**config.mk**
```make
export PLATFORM = sky130hd
export DESIGN_NAME = tile_motion_mask_classifier_flat
export DESIGN_NICKNAME = d
export VERILOG_FILES = /design/src/rtl/core/tmmc_pkg.sv /design/src/rtl/core/tmmc_if.sv /design/src/rtl/core/tmmc_front.sv /design/src/rtl/core/tmmc_queue.sv /design/src/rtl/core/tmmc_back.sv /design/src/rtl/core/tile_motion_mask_classifier.sv /design/src/flat_wrapper.sv
export SDC_FILE = /design/constraint.sdc
export NUM_CORES = 2
export LEC_CHECK = 0
export ABC_AREA = 1
export BUFFER_PORTS_ARGS = -buffer_cell sky130_fd_sc_hd__buf_2
export CORE_UTILIZATION = 65
export DETAILED_ROUTE_END_ITERATION = 16
export PLACE_DENSITY = 0.91
export SLEW_MARGIN = 20
export SYNTH_ARGS = -nofsm -noshare
export SYNTH_HDL_FRONTEND = slang
export SYNTH_SLANG_ARGS = --single-unit
```
**constraint.sdc**
```tcl
create_clock -name clk -period 7.1 [get_ports clk]
set_input_delay 1.42 -clock clk [delete_from_list [all_inputs] [get_ports clk]]
set_output_delay 1.42 -clock clk [all_outputs]
set_load 0.05 [all_outputs]
```
**src/rtl/core/tmmc_pkg.sv**
```systemverilog
`default_nettype none
package tmmc_pkg;

	// Sizes that follow from the fixed field widths.
	localparam int MAX_TILES_DEF = 32;
	localparam int MAX_DIM       = 4096;
	localparam int QUEUE_DEPTH   = 4;
	localparam int POS_W         = 12;
	localparam int ACC_W         = 18;
	localparam int DIM_W         = 13;
	localparam int GRID_W        = 6;
	localparam int TILE_W        = 5;
	localparam int CNT_W         = 25;
	localparam int MASK_W        = 32;
	localparam int TILES_W       = 12;

	localparam logic [CNT_W-1:0] CNT_MAX = {CNT_W{1'b1}};

	// Register indexes of the configuration port.
	localparam logic [2:0] REG_FRAME_WIDTH      = 3'd0;
	localparam logic [2:0] REG_FRAME_HEIGHT     = 3'd1;
	localparam logic [2:0] REG_GRID_COLUMNS     = 3'd2;
	localparam logic [2:0] REG_GRID_ROWS        = 3'd3;
	localparam logic [2:0] REG_CHANGE_THRESHOLD = 3'd4;
	localparam logic [2:0] REG_SPARSE_LIMIT     = 3'd5;
	localparam logic [2:0] REG_DENSE_LIMIT      = 3'd6;

	// Result status and workload class codes.
	localparam logic STATUS_OK  = 1'b0;
	localparam logic STATUS_ERR = 1'b1;

	localparam logic [1:0] CLS_SPARSE = 2'd0;
	localparam logic [1:0] CLS_DENSE  = 2'd1;
	localparam logic [1:0] CLS_MIXED  = 2'd2;

	typedef struct packed {
		logic [DIM_W-1:0]  frame_width;
		logic [DIM_W-1:0]  frame_height;
		logic [GRID_W-1:0] grid_columns;
		logic [GRID_W-1:0] grid_rows;
		logic [7:0]        change_threshold;
		logic [GRID_W-1:0] sparse_limit;
		logic [GRID_W-1:0] dense_limit;
	} cfg_t;

	// One pixel event handed from the front to the back.
	typedef struct packed {
		logic              err;
		logic              chg;
		logic              fend;
		logic [TILE_W-1:0] tile;
	} ev_t;

	// Partial quotient of a tile coordinate, one bit resolved per stage.
	typedef struct packed {
		logic [ACC_W-1:0]  rem;
		logic [TILE_W-1:0] q;
		logic              sat;
	} div_t;

	typedef struct packed {
		logic valid;
		logic err;
		logic chg;
		logic fend;
		div_t col;
		div_t row;
	} fe_t;

	function automatic logic cfg_valid(cfg_t c, int max_tiles);
		logic [TILES_W-1:0] tiles;
		logic               ok;
		tiles = TILES_W'(c.grid_columns) * TILES_W'(c.grid_rows);
		ok = 1'b1;
		if (c.frame_width == '0 || c.frame_height == '0) ok = 1'b0;
		if ({1'b0, c.frame_width} > 14'(MAX_DIM)) ok = 1'b0;
		if ({1'b0, c.frame_height} > 14'(MAX_DIM)) ok = 1'b0;
		if (c.grid_columns == '0 || c.grid_rows == '0) ok = 1'b0;
		if (tiles > TILES_W'(max_tiles)) ok = 1'b0;
		if (tiles > TILES_W'(MASK_W)) ok = 1'b0;
		if (c.sparse_limit >= c.dense_limit) ok = 1'b0;
		if (TILES_W'(c.dense_limit) > tiles) ok = 1'b0;
		return ok;
	endfunction

	// One restoring step: resolve quotient bit b against span << b.
	function automatic div_t div_step(div_t d, logic [DIM_W-1:0] span, int b);
		logic [ACC_W-1:0] sh;
		div_t             r;
		sh = ACC_W'(span) << b;
		r = d;
		if (d.rem >= sh) begin
			r.rem  = d.rem - sh;
			r.q[b] = 1'b1;
		end
		return r;
	endfunction

	function automatic fe_t fe_step(fe_t s, logic [DIM_W-1:0] fw, logic [DIM_W-1:0] fh,
			int b);
		fe_t r;
		r = s;
		r.col = div_step(s.col, fw, b);
		r.row = div_step(s.row, fh, b);
		return r;
	endfunction

endpackage
`default_nettype wire

```
**src/rtl/core/tmmc_if.sv**
```systemverilog
`default_nettype none
interface tmmc_pix_if;
	logic       valid;
	logic       ready;
	logic [7:0] prev_pixel;
	logic [7:0] cur_pixel;

	modport source (output valid, output prev_pixel, output cur_pixel, input ready);
	modport sink (input valid, input prev_pixel, input cur_pixel, output ready);
endinterface

interface tmmc_res_if;
	logic        valid;
	logic        ready;
	logic        status;
	logic [4:0]  tile_index;
	logic [24:0] tile_changed;
	logic [31:0] motion_mask;
	logic [5:0]  active_sum;
	logic [4:0]  low_half_active;
	logic [4:0]  high_half_active;
	logic [24:0] frame_changed;
	logic [1:0]  path_class;
	logic        last;

	modport source (output valid, output status, output tile_index, output tile_changed,
		output motion_mask, output active_sum, output low_half_active,
		output high_half_active, output frame_changed, output path_class, output last,
		input ready);
	modport sink (input valid, input status, input tile_index, input tile_changed,
		input motion_mask, input active_sum, input low_half_active,
		input high_half_active, input frame_changed, input path_class, input last,
		output ready);
endinterface
`default_nettype wire

```
**src/rtl/core/tmmc_front.sv**
```systemverilog
`default_nettype none
module tmmc_front #(
	parameter int MAX_TILES = tmmc_pkg::MAX_TILES_DEF
) (
	input  wire               clk,
	input  wire               arst_n,
	tmmc_pix_if.sink          pix,
	input  tmmc_pkg::cfg_t    cfg,
	output tmmc_pkg::ev_t     ev,
	output logic              ev_valid,
	input  wire               q_full
);
	import tmmc_pkg::*;

	logic [POS_W-1:0] col_pos_q, row_pos_q;
	logic [ACC_W-1:0] col_acc_q, row_acc_q;
	fe_t              fe_s1, fe_s2, fe_s3, fe_s4, fe_s5, fe_s6;
	fe_t              cap;
	logic             advance, accept, ok, row_end, frame_end;
	logic [7:0]       diff;
	logic [TILE_W-1:0] col_qt, row_qt, col_t, row_t;
	logic [GRID_W-1:0] col_lim, row_lim;
	logic [10:0]      tile_full;

	assign advance   = !(fe_s6.valid && q_full);
	assign pix.ready = advance;
	assign accept    = pix.valid && advance;
	assign ok        = cfg_valid(cfg, MAX_TILES);

	always_comb begin
		diff = (pix.cur_pixel > pix.prev_pixel) ? pix.cur_pixel - pix.prev_pixel
			: pix.prev_pixel - pix.cur_pixel;
		row_end   = {1'b0, col_pos_q} >= (cfg.frame_width - DIM_W'(1));
		frame_end = row_end && ({1'b0, row_pos_q} >= (cfg.frame_height - DIM_W'(1)));

		cap         = '0;
		cap.valid   = pix.valid;
		cap.err     = !ok;
		cap.chg     = diff > cfg.change_threshold;
		cap.fend    = frame_end;
		cap.col.rem = col_acc_q;
		cap.col.sat = col_acc_q >= (ACC_W'(cfg.frame_width) << TILE_W);
		cap.row.rem = row_acc_q;
		cap.row.sat = row_acc_q >= (ACC_W'(cfg.frame_height) << TILE_W);
	end

	// Position and boundary accumulators, updated once per accepted pixel.
	always_ff @(posedge clk or negedge arst_n) begin
		if (!arst_n) begin
			col_pos_q <= '0;
			row_pos_q <= '0;
			col_acc_q <= '0;
			row_acc_q <= '0;
		end else if (accept) begin
			if (!ok || frame_end) begin
				col_pos_q <= '0;
				row_pos_q <= '0;
				col_acc_q <= '0;
				row_acc_q <= '0;
			end else if (row_end) begin
				col_pos_q <= '0;
				col_acc_q <= '0;
				row_pos_q <= row_pos_q + POS_W'(1);
				row_acc_q <= row_acc_q + ACC_W'(cfg.grid_rows);
			end else begin
				col_pos_q <= col_pos_q + POS_W'(1);
				col_acc_q <= col_acc_q + ACC_W'(cfg.grid_columns);
			end
		end
	end

	// Tile coordinate pipeline: a capture stage, then one quotient bit per stage, MSB first.
	always_ff @(posedge clk or negedge arst_n) begin
		if (!arst_n) begin
			fe_s1 <= '0;
			fe_s2 <= '0;
			fe_s3 <= '0;
			fe_s4 <= '0;
			fe_s5 <= '0;
			fe_s6 <= '0;
		end else if (advance) begin
			fe_s1 <= cap;
			fe_s2 <= fe_step(fe_s1, cfg.frame_width, cfg.frame_height, 4);
			fe_s3 <= fe_step(fe_s2, cfg.frame_width, cfg.frame_height, 3);
			fe_s4 <= fe_step(fe_s3, cfg.frame_width, cfg.frame_height, 2);
			fe_s5 <= fe_step(fe_s4, cfg.frame_width, cfg.frame_height, 1);
			fe_s6 <= fe_step(fe_s5, cfg.frame_width, cfg.frame_height, 0);
		end
	end

	// Clamp to the last tile and form the row-major index.
	always_comb begin
		col_qt  = fe_s6.col.sat ? {TILE_W{1'b1}} : fe_s6.col.q;
		row_qt  = fe_s6.row.sat ? {TILE_W{1'b1}} : fe_s6.row.q;
		col_lim = cfg.grid_columns - GRID_W'(1);
		row_lim = cfg.grid_rows - GRID_W'(1);
		col_t   = ({1'b0, col_qt} > col_lim) ? col_lim[TILE_W-1:0] : col_qt;
		row_t   = ({1'b0, row_qt} > row_lim) ? row_lim[TILE_W-1:0] : row_qt;
		tile_full = 11'(row_t) * 11'(cfg.grid_columns) + 11'(col_t);

		ev.err  = fe_s6.err;
		ev.chg  = fe_s6.chg;
		ev.fend = fe_s6.fend;
		ev.tile = tile_full[TILE_W-1:0];
		ev_valid = fe_s6.valid;
	end

endmodule
`default_nettype wire

```
**src/rtl/core/tmmc_queue.sv**
```systemverilog
`default_nettype none
module tmmc_queue #(
	parameter int DEPTH = tmmc_pkg::QUEUE_DEPTH
) (
	input  wire           clk,
	input  wire           arst_n,
	input  wire           push,
	input  tmmc_pkg::ev_t wr_data,
	output logic          full,
	input  wire           pop,
	output tmmc_pkg::ev_t rd_data,
	output logic          empty
);
	import tmmc_pkg::*;

	localparam int PTR_W = (DEPTH > 1) ? $clog2(DEPTH) : 1;
	localparam int CNT_QW = $clog2(DEPTH + 1);

	ev_t              mem_q [DEPTH];
	logic [PTR_W-1:0] wr_ptr_q, rd_ptr_q;
	logic [CNT_QW-1:0] count_q;
	logic             do_push, do_pop;

	assign full    = count_q == CNT_QW'(DEPTH);
	assign empty   = count_q == '0;
	assign do_push = push && !full;
	assign do_pop  = pop && !empty;
	assign rd_data = mem_q[rd_ptr_q];

	always_ff @(posedge clk) begin
		if (do_push) begin
			mem_q[wr_ptr_q] <= wr_data;
		end
	end

	always_ff @(posedge clk or negedge arst_n) begin
		if (!arst_n) begin
			wr_ptr_q <= '0;
			rd_ptr_q <= '0;
			count_q  <= '0;
		end else begin
			if (do_push) begin
				wr_ptr_q <= (wr_ptr_q == PTR_W'(DEPTH - 1)) ? '0 : wr_ptr_q + PTR_W'(1);
			end
			if (do_pop) begin
				rd_ptr_q <= (rd_ptr_q == PTR_W'(DEPTH - 1)) ? '0 : rd_ptr_q + PTR_W'(1);
			end
			if (do_push && !do_pop) begin
				count_q <= count_q + CNT_QW'(1);
			end else if (do_pop && !do_push) begin
				count_q <= count_q - CNT_QW'(1);
			end
		end
	end

endmodule
`default_nettype wire

```
**src/rtl/core/tmmc_back.sv**
```systemverilog
`default_nettype none
module tmmc_back #(
	parameter int MAX_TILES = tmmc_pkg::MAX_TILES_DEF
) (
	input  wire            clk,
	input  wire            arst_n,
	input  tmmc_pkg::cfg_t cfg,
	input  tmmc_pkg::ev_t  head,
	input  wire            q_empty,
	output logic           q_pop,
	tmmc_res_if.source     res
);
	import tmmc_pkg::*;

	localparam int TIDX_W = (MAX_TILES > 1) ? $clog2(MAX_TILES) : 1;

	localparam logic [1:0] BK_RUN  = 2'd0;
	localparam logic [1:0] BK_SUM  = 2'd1;
	localparam logic [1:0] BK_EMIT = 2'd2;

	logic [1:0]         state_q;
	logic [CNT_W-1:0]   cnt_q [MAX_TILES];
	logic [MASK_W-1:0]  mask_q;
	logic [CNT_W-1:0]   total_q;
	logic [TILE_W-1:0]  k_q;
	logic [5:0]         act_q;
	logic [4:0]         low_q, high_q;
	logic [1:0]         cls_q;
	logic [TILES_W-1:0] tiles;
	logic [4:0]         low_c, high_c;
	logic [5:0]         act_c;
	logic               out_free, run_pop, inc, emit_ld, emit_last, clear;

	logic               res_valid_q;
	logic               status_q, last_q;
	logic [TILE_W-1:0]  index_q;
	logic [CNT_W-1:0]   tchg_q, fchg_q;
	logic [MASK_W-1:0]  rmask_q;
	logic [5:0]         ract_q;
	logic [4:0]         rlow_q, rhigh_q;
	logic [1:0]         rcls_q;

	always_comb begin
		tiles     = TILES_W'(cfg.grid_columns) * TILES_W'(cfg.grid_rows);
		out_free  = !res_valid_q || res.ready;
		run_pop   = (state_q == BK_RUN) && !q_empty && (!head.err || out_free);
		inc       = run_pop && !head.err && head.chg;
		emit_ld   = (state_q == BK_EMIT) && out_free;
		emit_last = TILES_W'(k_q) == (tiles - TILES_W'(1));
		clear     = (run_pop && head.err) || (emit_ld && emit_last);
		low_c     = 5'($countones(mask_q[15:0]));
		high_c    = 5'($countones(mask_q[31:16]));
		act_c     = {1'b0, low_c} + {1'b0, high_c};
	end

	assign q_pop = run_pop;

	// One saturating counter cell per tile.
	always_ff @(posedge clk or negedge arst_n) begin
		if (!arst_n) begin
			for (int i = 0; i < MAX_TILES; i++) begin
				cnt_q[i] <= '0;
			end
		end else begin
			for (int i = 0; i < MAX_TILES; i++) begin
				if (clear) begin
					cnt_q[i] <= '0;
				end else if (inc && head.tile == TILE_W'(i) && cnt_q[i] != CNT_MAX) begin
					cnt_q[i] <= cnt_q[i] + CNT_W'(1);
				end
			end
		end
	end

	always_ff @(posedge clk or negedge arst_n) begin
		if (!arst_n) begin
			mask_q  <= '0;
			total_q <= '0;
		end else if (clear) begin
			mask_q  <= '0;
			total_q <= '0;
		end else if (inc) begin
			mask_q <= mask_q | (MASK_W'(1) << head.tile);
			if (total_q != CNT_MAX) begin
				total_q <= total_q + CNT_W'(1);
			end
		end
	end

	always_ff @(posedge clk or negedge arst_n) begin
		if (!arst_n) begin
			state_q <= BK_RUN;
			k_q     <= '0;
		end else begin
			unique case (state_q)
				BK_RUN: begin
					if (run_pop && !head.err && head.fend) begin
						state_q <= BK_SUM;
					end
				end
				BK_SUM: begin
					k_q     <= '0;
					state_q <= BK_EMIT;
				end
				BK_EMIT: begin
					if (emit_ld) begin
						if (emit_last) begin
							state_q <= BK_RUN;
						end else begin
							k_q <= k_q + TILE_W'(1);
						end
					end
				end
				default: state_q <= BK_RUN;
			endcase
		end
	end

	// Frame totals, taken once the final increment has landed.
	always_ff @(posedge clk) begin
		if (state_q == BK_SUM) begin
			low_q  <= low_c;
			high_q <= high_c;
			act_q  <= act_c;
			priority if (act_c <= cfg.sparse_limit) begin
				cls_q <= CLS_SPARSE;
			end else if (act_c >= cfg.dense_limit) begin
				cls_q <= CLS_DENSE;
			end else begin
				cls_q <= CLS_MIXED;
			end
		end
	end

	always_ff @(posedge clk or negedge arst_n) begin
		if (!arst_n) begin
			res_valid_q <= 1'b0;
		end else if ((run_pop && head.err) || emit_ld) begin
			res_valid_q <= 1'b1;
		end else if (res.ready) begin
			res_valid_q <= 1'b0;
		end
	end

	always_ff @(posedge clk) begin
		if (run_pop && head.err) begin
			status_q <= STATUS_ERR;
			index_q  <= '0;
			tchg_q   <= '0;
			rmask_q  <= '0;
			ract_q   <= '0;
			rlow_q   <= '0;
			rhigh_q  <= '0;
			fchg_q   <= '0;
			rcls_q   <= CLS_SPARSE;
			last_q   <= 1'b1;
		end else if (emit_ld) begin
			status_q <= STATUS_OK;
			index_q  <= k_q;
			tchg_q   <= cnt_q[k_q[TIDX_W-1:0]];
			rmask_q  <= mask_q;
			ract_q   <= act_q;
			rlow_q   <= low_q;
			rhigh_q  <= high_q;
			fchg_q   <= total_q;
			rcls_q   <= cls_q;
			last_q   <= emit_last;
		end
	end

	assign res.valid            = res_valid_q;
	assign res.status           = status_q;
	assign res.tile_index       = index_q;
	assign res.tile_changed     = tchg_q;
	assign res.motion_mask      = rmask_q;
	assign res.active_sum       = ract_q;
	assign res.low_half_active  = rlow_q;
	assign res.high_half_active = rhigh_q;
	assign res.frame_changed    = fchg_q;
	assign res.path_class       = rcls_q;
	assign res.last             = last_q;

endmodule
`default_nettype wire

```
**src/rtl/core/tile_motion_mask_classifier.sv**
```systemverilog
// Tile motion mask classifier.
//
// The pix channel takes one transfer per pixel pair (previous and current grey value) in
// raster order; the block counts column and row itself, so the first transfer after reset
// or after a frame's last pixel is the top-left pixel. A pixel whose absolute difference
// exceeds change_threshold counts against its tile on an even grid of tiles. Registers go
// through cfg_we / cfg_index / cfg_data, one per cycle; the user writes them only while
// the block is idle, which the block itself does not enforce.
//
// Throughput: one pixel per cycle while the event queue has room. Tile coordinates come
// from a six-stage pipeline, a capture stage and then one quotient bit per stage, and go
// through the queue to the counters. On the last pixel of a frame the back end forms the
// mask totals in state BK_SUM and then puts out one result per tile on the res channel,
// one per cycle unless res stalls, the last one flagged. Meanwhile the pixel front keeps
// running into a four-entry event queue and stalls only when that fills. An invalid
// configuration turns each pixel into a single error result and restarts the frame.
//
// Reset clears position, counters, mask and all valid flags and loads the default
// configuration. A stall on res holds the output register; while results remain to be
// loaded the back end stops draining the queue and the stall spreads back to pix.ready.
`default_nettype none
module tile_motion_mask_classifier #(
	parameter int MAX_TILES   = tmmc_pkg::MAX_TILES_DEF,
	parameter int QUEUE_DEPTH = tmmc_pkg::QUEUE_DEPTH
) (
	input  wire        clk,
	input  wire        arst_n,
	tmmc_pix_if.sink   pix,
	tmmc_res_if.source res,
	input  wire        cfg_we,
	input  wire [2:0]  cfg_index,
	input  wire [12:0] cfg_data
);
	import tmmc_pkg::*;

	cfg_t cfg_q;
	ev_t  ev, head;
	logic ev_valid, q_full, q_empty, q_pop;

	// Configuration registers; a write to an unused index is dropped.
	always_ff @(posedge clk or negedge arst_n) begin
		if (!arst_n) begin
			cfg_q.frame_width      <= DIM_W'(640);
			cfg_q.frame_height     <= DIM_W'(480);
			cfg_q.grid_columns     <= GRID_W'(8);
			cfg_q.grid_rows        <= GRID_W'(4);
			cfg_q.change_threshold <= 8'd12;
			cfg_q.sparse_limit     <= GRID_W'(4);
			cfg_q.dense_limit      <= GRID_W'(16);
		end else if (cfg_we) begin
			unique case (cfg_index)
				REG_FRAME_WIDTH:      cfg_q.frame_width      <= cfg_data;
				REG_FRAME_HEIGHT:     cfg_q.frame_height     <= cfg_data;
				REG_GRID_COLUMNS:     cfg_q.grid_columns     <= cfg_data[GRID_W-1:0];
				REG_GRID_ROWS:        cfg_q.grid_rows        <= cfg_data[GRID_W-1:0];
				REG_CHANGE_THRESHOLD: cfg_q.change_threshold <= cfg_data[7:0];
				REG_SPARSE_LIMIT:     cfg_q.sparse_limit     <= cfg_data[GRID_W-1:0];
				REG_DENSE_LIMIT:      cfg_q.dense_limit      <= cfg_data[GRID_W-1:0];
				default: ;
			endcase
		end
	end

	tmmc_front #(
		.MAX_TILES(MAX_TILES)
	) u_front (
		.clk      (clk),
		.arst_n   (arst_n),
		.pix      (pix),
		.cfg      (cfg_q),
		.ev       (ev),
		.ev_valid (ev_valid),
		.q_full   (q_full)
	);

	tmmc_queue #(
		.DEPTH(QUEUE_DEPTH)
	) u_queue (
		.clk     (clk),
		.arst_n  (arst_n),
		.push    (ev_valid),
		.wr_data (ev),
		.full    (q_full),
		.pop     (q_pop),
		.rd_data (head),
		.empty   (q_empty)
	);

	tmmc_back #(
		.MAX_TILES(MAX_TILES)
	) u_back (
		.clk     (clk),
		.arst_n  (arst_n),
		.cfg     (cfg_q),
		.head    (head),
		.q_empty (q_empty),
		.q_pop   (q_pop),
		.res     (res)
	);

endmodule
`default_nettype wire
```
**src/flat_wrapper.sv**
```systemverilog
// flat-port wrapper written by rule: the top's interface ports become plain ports
module tile_motion_mask_classifier_flat import tmmc_pkg::*;
#(
	parameter int MAX_TILES   = tmmc_pkg::MAX_TILES_DEF,
	parameter int QUEUE_DEPTH = tmmc_pkg::QUEUE_DEPTH
)
  (clk, arst_n, cfg_we, cfg_index, cfg_data, pix_valid, pix_prev_pixel, pix_cur_pixel, pix_ready, res_valid, res_status, res_tile_index, res_tile_changed, res_motion_mask, res_active_sum, res_low_half_active, res_high_half_active, res_frame_changed, res_path_class, res_last, res_ready);
  tmmc_pix_if pix_i ();
  tmmc_res_if res_i ();
  input  wire clk;
  input  wire arst_n;
  input  wire cfg_we;
  input  wire [2:0] cfg_index;
  input  wire [12:0] cfg_data;
  input wire logic [$bits(pix_i.valid)-1:0] pix_valid;
  input wire logic [$bits(pix_i.prev_pixel)-1:0] pix_prev_pixel;
  input wire logic [$bits(pix_i.cur_pixel)-1:0] pix_cur_pixel;
  output wire logic [$bits(pix_i.ready)-1:0] pix_ready;
  output wire logic [$bits(res_i.valid)-1:0] res_valid;
  output wire logic [$bits(res_i.status)-1:0] res_status;
  output wire logic [$bits(res_i.tile_index)-1:0] res_tile_index;
  output wire logic [$bits(res_i.tile_changed)-1:0] res_tile_changed;
  output wire logic [$bits(res_i.motion_mask)-1:0] res_motion_mask;
  output wire logic [$bits(res_i.active_sum)-1:0] res_active_sum;
  output wire logic [$bits(res_i.low_half_active)-1:0] res_low_half_active;
  output wire logic [$bits(res_i.high_half_active)-1:0] res_high_half_active;
  output wire logic [$bits(res_i.frame_changed)-1:0] res_frame_changed;
  output wire logic [$bits(res_i.path_class)-1:0] res_path_class;
  output wire logic [$bits(res_i.last)-1:0] res_last;
  input wire logic [$bits(res_i.ready)-1:0] res_ready;
  assign pix_i.valid = pix_valid;
  assign pix_i.prev_pixel = pix_prev_pixel;
  assign pix_i.cur_pixel = pix_cur_pixel;
  assign pix_ready = pix_i.ready;
  assign res_valid = res_i.valid;
  assign res_status = res_i.status;
  assign res_tile_index = res_i.tile_index;
  assign res_tile_changed = res_i.tile_changed;
  assign res_motion_mask = res_i.motion_mask;
  assign res_active_sum = res_i.active_sum;
  assign res_low_half_active = res_i.low_half_active;
  assign res_high_half_active = res_i.high_half_active;
  assign res_frame_changed = res_i.frame_changed;
  assign res_path_class = res_i.path_class;
  assign res_last = res_i.last;
  assign res_i.ready = res_ready;
  tile_motion_mask_classifier #(.MAX_TILES(MAX_TILES), .QUEUE_DEPTH(QUEUE_DEPTH)) u_core (.clk(clk), .arst_n(arst_n), .pix(pix_i), .res(res_i), .cfg_we(cfg_we), .cfg_index(cfg_index), .cfg_data(cfg_data));
endmodule
```
==> reports/qor.csv <==
metric,value,unit
Setup Buffers After CTS,0,
initial antenna violation count,14,
Min-Delay Path Class,reg -> reg,
"EDFF count, synth",50,
Post-Route WL,318.9,mm
period utilization,0.8426,
Worst Hold Slack,0.4672,ns
post-route cell area,100200,µm²
Mapped Area,92850,µm²
Final setup viols,0,
Worst-Margin Slew,1.125,ns
Die W,380.0,µm
share of cells above drive strength 1,0.05404,
Layout fillers,11430,
Max Freq,167.2,MHz
number of buffers added on ports,145,
Iter 0 DRT Violations,12190,
drt via density,6.219,
gate count after technology mapping,12960,
Crit Path Category,reg -> reg,
setup TNS,0,ns
YS warnings,0,
CTS H-Tree Depth,4,
Final HPWL DP,231.8,mm
"commonest non-fill, non-tap cell in the layout",nand2_1,
CTS tree,built,
post-cts hold buffer count,0,
reg-to-reg endpoint,u_core.u_back.cnt_q[381],
max_slew headroom,0.2405,
Worst setup EP type,flop,
CP required,7.78,ns
drt first pass iters,10,
Area contributors post-synth,"dfrtp_1 (33%), nand2_1 (11%), inv_1 (6.9%)",
status,"complete, no violations",
"Avg Cell Area, Syn",7.166,µm²
Area growth syn-to-layout,7.916,%
Final Hold Violating Endpoints,0,
"reg-to-reg slack, setup",1.12,ns
Die Y,380.0,µm
share of flip-flops with an asynchronous set or reset,0.8873,
global-route wire length before repair,495.0,mm
Vias,92680,
Rows,138,
routability cong.,1.051,
Startpoint Class,flop,
RSZ-0062 raised after global routing,no,
Final Max Slew Viols,0,
CP arrival,6.66,ns
Peak VDD IR,0.0005042,V
area share of the largest cell type after synthesis,0.3299,
Worst-Skew Late Latency,0.83,ns
flop and latch count out of synthesis,1393,
cell taking the most area after synthesis,dfrtp_1,
Synth Net Count,13390,
area of the die,144400,µm²
"Top FF cell, synth",dfrtp_1,
Routed Antenna Nets,0,
multi-input combinational cell area,49790,µm²
routed length per instance,21.40,µm
total grt overflow,0,
final worst setup slack,1.117,ns
CTS Buf Count,155,
max-cap viol count,0,
clock transition at the registers of the reported paths,0.06,ns
core area,141600,µm²
Post-DP Area,94890,µm²
cells on worst reg2reg path,19,
register area,34600,µm²
# DRC,0,
R2R Path Start,u_core.cfg_q[28],
# resized after CTS,0,
CTS Root Cell,clkbuf_16,
"Max FO, Critical Path",105,
dpl ws,1.247,ns
boundary pin count,146,
hold path depth,2,
"Min Clock Period, post-route",5.983,ns
Power Dens Cells,418.7,nW/µm²
"commonest cells after routing, fill and taps aside","nand2_1 (2721), inv_1 (1700), nor2_1 (1525)",
largest net degree at the start of global routing,216,
worst-case clock buffer depth,3,
static leakage,48.35,nW
Starting Density,0.6558,
hold path start,u_core.u_back.res.tile_index[2],
register area share after synthesis,0.3725,
Hold Crit Endpoint,u_core.u_back.res.tile_index[2],
Worst Skew,0.05170,ns
Netlist cell types,80,
Final nets,13310,
clock sinks,1393,
vias in the first global route,88100,
Total GRT Usage,0.4326,
[through the flow]
step / util / total power, mW / instances
after CTS: 0.7074 / 41.18 / 14900
after detailed placement: 0.6702 / 32.63 / 14610
after global routing: 0.7076 / 44.06 / 14900
after global placement: 0.6702 / 31.85 / 14610
after floorplan: - / 25.67 / 12960
final: 0.7077 / 41.96 / 14900
[critical path, cell delays in order (launching register included)]
cell	delay, ns
dfrtp_1	0.72
nand2_1	0.10
inv_1	0.09
fa_1	0.45
fa_1	0.55
inv_1	0.06
fa_1	0.53
inv_1	0.04
ha_1	0.37
a21oi_1	0.21
nand2_1	0.11
xnor2_1	0.31
nand4_1	0.13
nor2_1	0.12
nand4_1	0.26
nand2_1	0.22
nand2_4	0.32
inv_8	0.72
buf_12	0.35
nor2_1	0.10
[worst max-delay path by stage]
stage | startpoint | end | slack [ns]
final | u_core.cfg_q[28] | u_core.u_back.cnt_q[381] | 1.12
after global routing | u_core.cfg_q[20] | u_core.u_queue.mem_q[2][4] | 0.73
after CTS | u_core.cfg_q[20] | u_core.u_queue.mem_q[2][4] | 1.20
after detailed placement | u_core.cfg_q[28] | u_core.u_back.mask_q[5] | 1.25
after global placement | u_core.cfg_q[28] | u_core.u_back.cnt_q[657] | 1.32
after floorplan | u_core.cfg_q[20] | u_core.u_queue.mem_q[0][4] | 1.89
[layer usage]
metal  wire length [µm]  vias to the layer above  GRT usage  share of wire
met1             122800                    43870     0.5577           0.39
met4              21020                       14     0.2501          0.066
met3              32070                     1149    0.08891           0.10
li1                   -                    42310          -              -
met5                 96                        -          0        0.00030
met2             142900                     5338     0.6772           0.45
[state kept, by name, indices dropped and copies added (netlist names), 6 cells and up]
register	cells
u_core.u_back.res.active_sum	6
u_core.u_back.mask_q	32
u_core.u_front.col_acc_q	18
u_core.u_back.res.motion_mask	32
u_core.u_front.fe_s3	46
u_core.u_back.act_q	6
u_core.u_front.row_acc_q	18
u_core.u_back.res.frame_changed	25
u_core.u_front.col_pos_q	12
u_core.u_back.total_q	25
u_core.cfg_q	58
u_core.u_front.fe_s2	44
u_core.u_front.fe_s4	48
u_core.u_back.res.tile_changed	25
u_core.u_front.fe_s1	42
u_core.u_back.cnt_q	800
u_core.u_front.fe_s6	12
u_core.u_front.row_pos_q	12
u_core.u_queue.mem_q	32
u_core.u_front.fe_s5	50
[power breakdown]
group | total [mW] | internal, mW | switching [mW]
Clock | 8.44 | 4.81 | 3.63
Combinational | 20.4 | 6.00 | 14.4
Sequential | 13.1 | 10.4 | 2.68
Total | 42.0 | 21.3 | 20.7
[layout make-up]
cell class	count	area share
antenna	5	0.0001249
multi-input combinational	9355	0.4969
inverter	1751	0.06594
sequential	1393	0.3453
timing repair buffer	219	0.01563
clock buffer	211	0.04366
tap	1890	0.02360
clock inverter	79	0.008878
[cells by family (layout without fill, tap and decap cells)]
kind of cell,after synthesis,after routing,share of synthesized area
AO/OA/AOI/OAI,1825,1825,0.1091
XOR/XNOR,653,653,0.06176
adder cells (fa/ha/maj),397,397,0.05803
buffers and inverters,2209,2260,0.09174
flip-flops,1393,1393,0.3725
multiplexers,4,4,0.0004716
other,0,5,0
AND/OR/NAND/NOR,6476,6476,0.3064
[synth_stat cells, types with 43 or more instances]
cell type and number:
xor2_1 532, a22oi_1 83, a21oi_1 573, dfrtp_1 1224, nand4_1 368, nor2_1 1529
buf_1 43, ha_1 341, edfxtp_1 50, fa_1 56, inv_1 1700, nor3_1 406
nor4_1 128, xnor2_1 120, dfxtp_1 107, o22ai_1 46, o211ai_1 76, nand2_1 2722
nand3_1 1104, buf_2 106, o21ai_0 842, clkbuf_1 295
(Power assumes the default switching activity.)
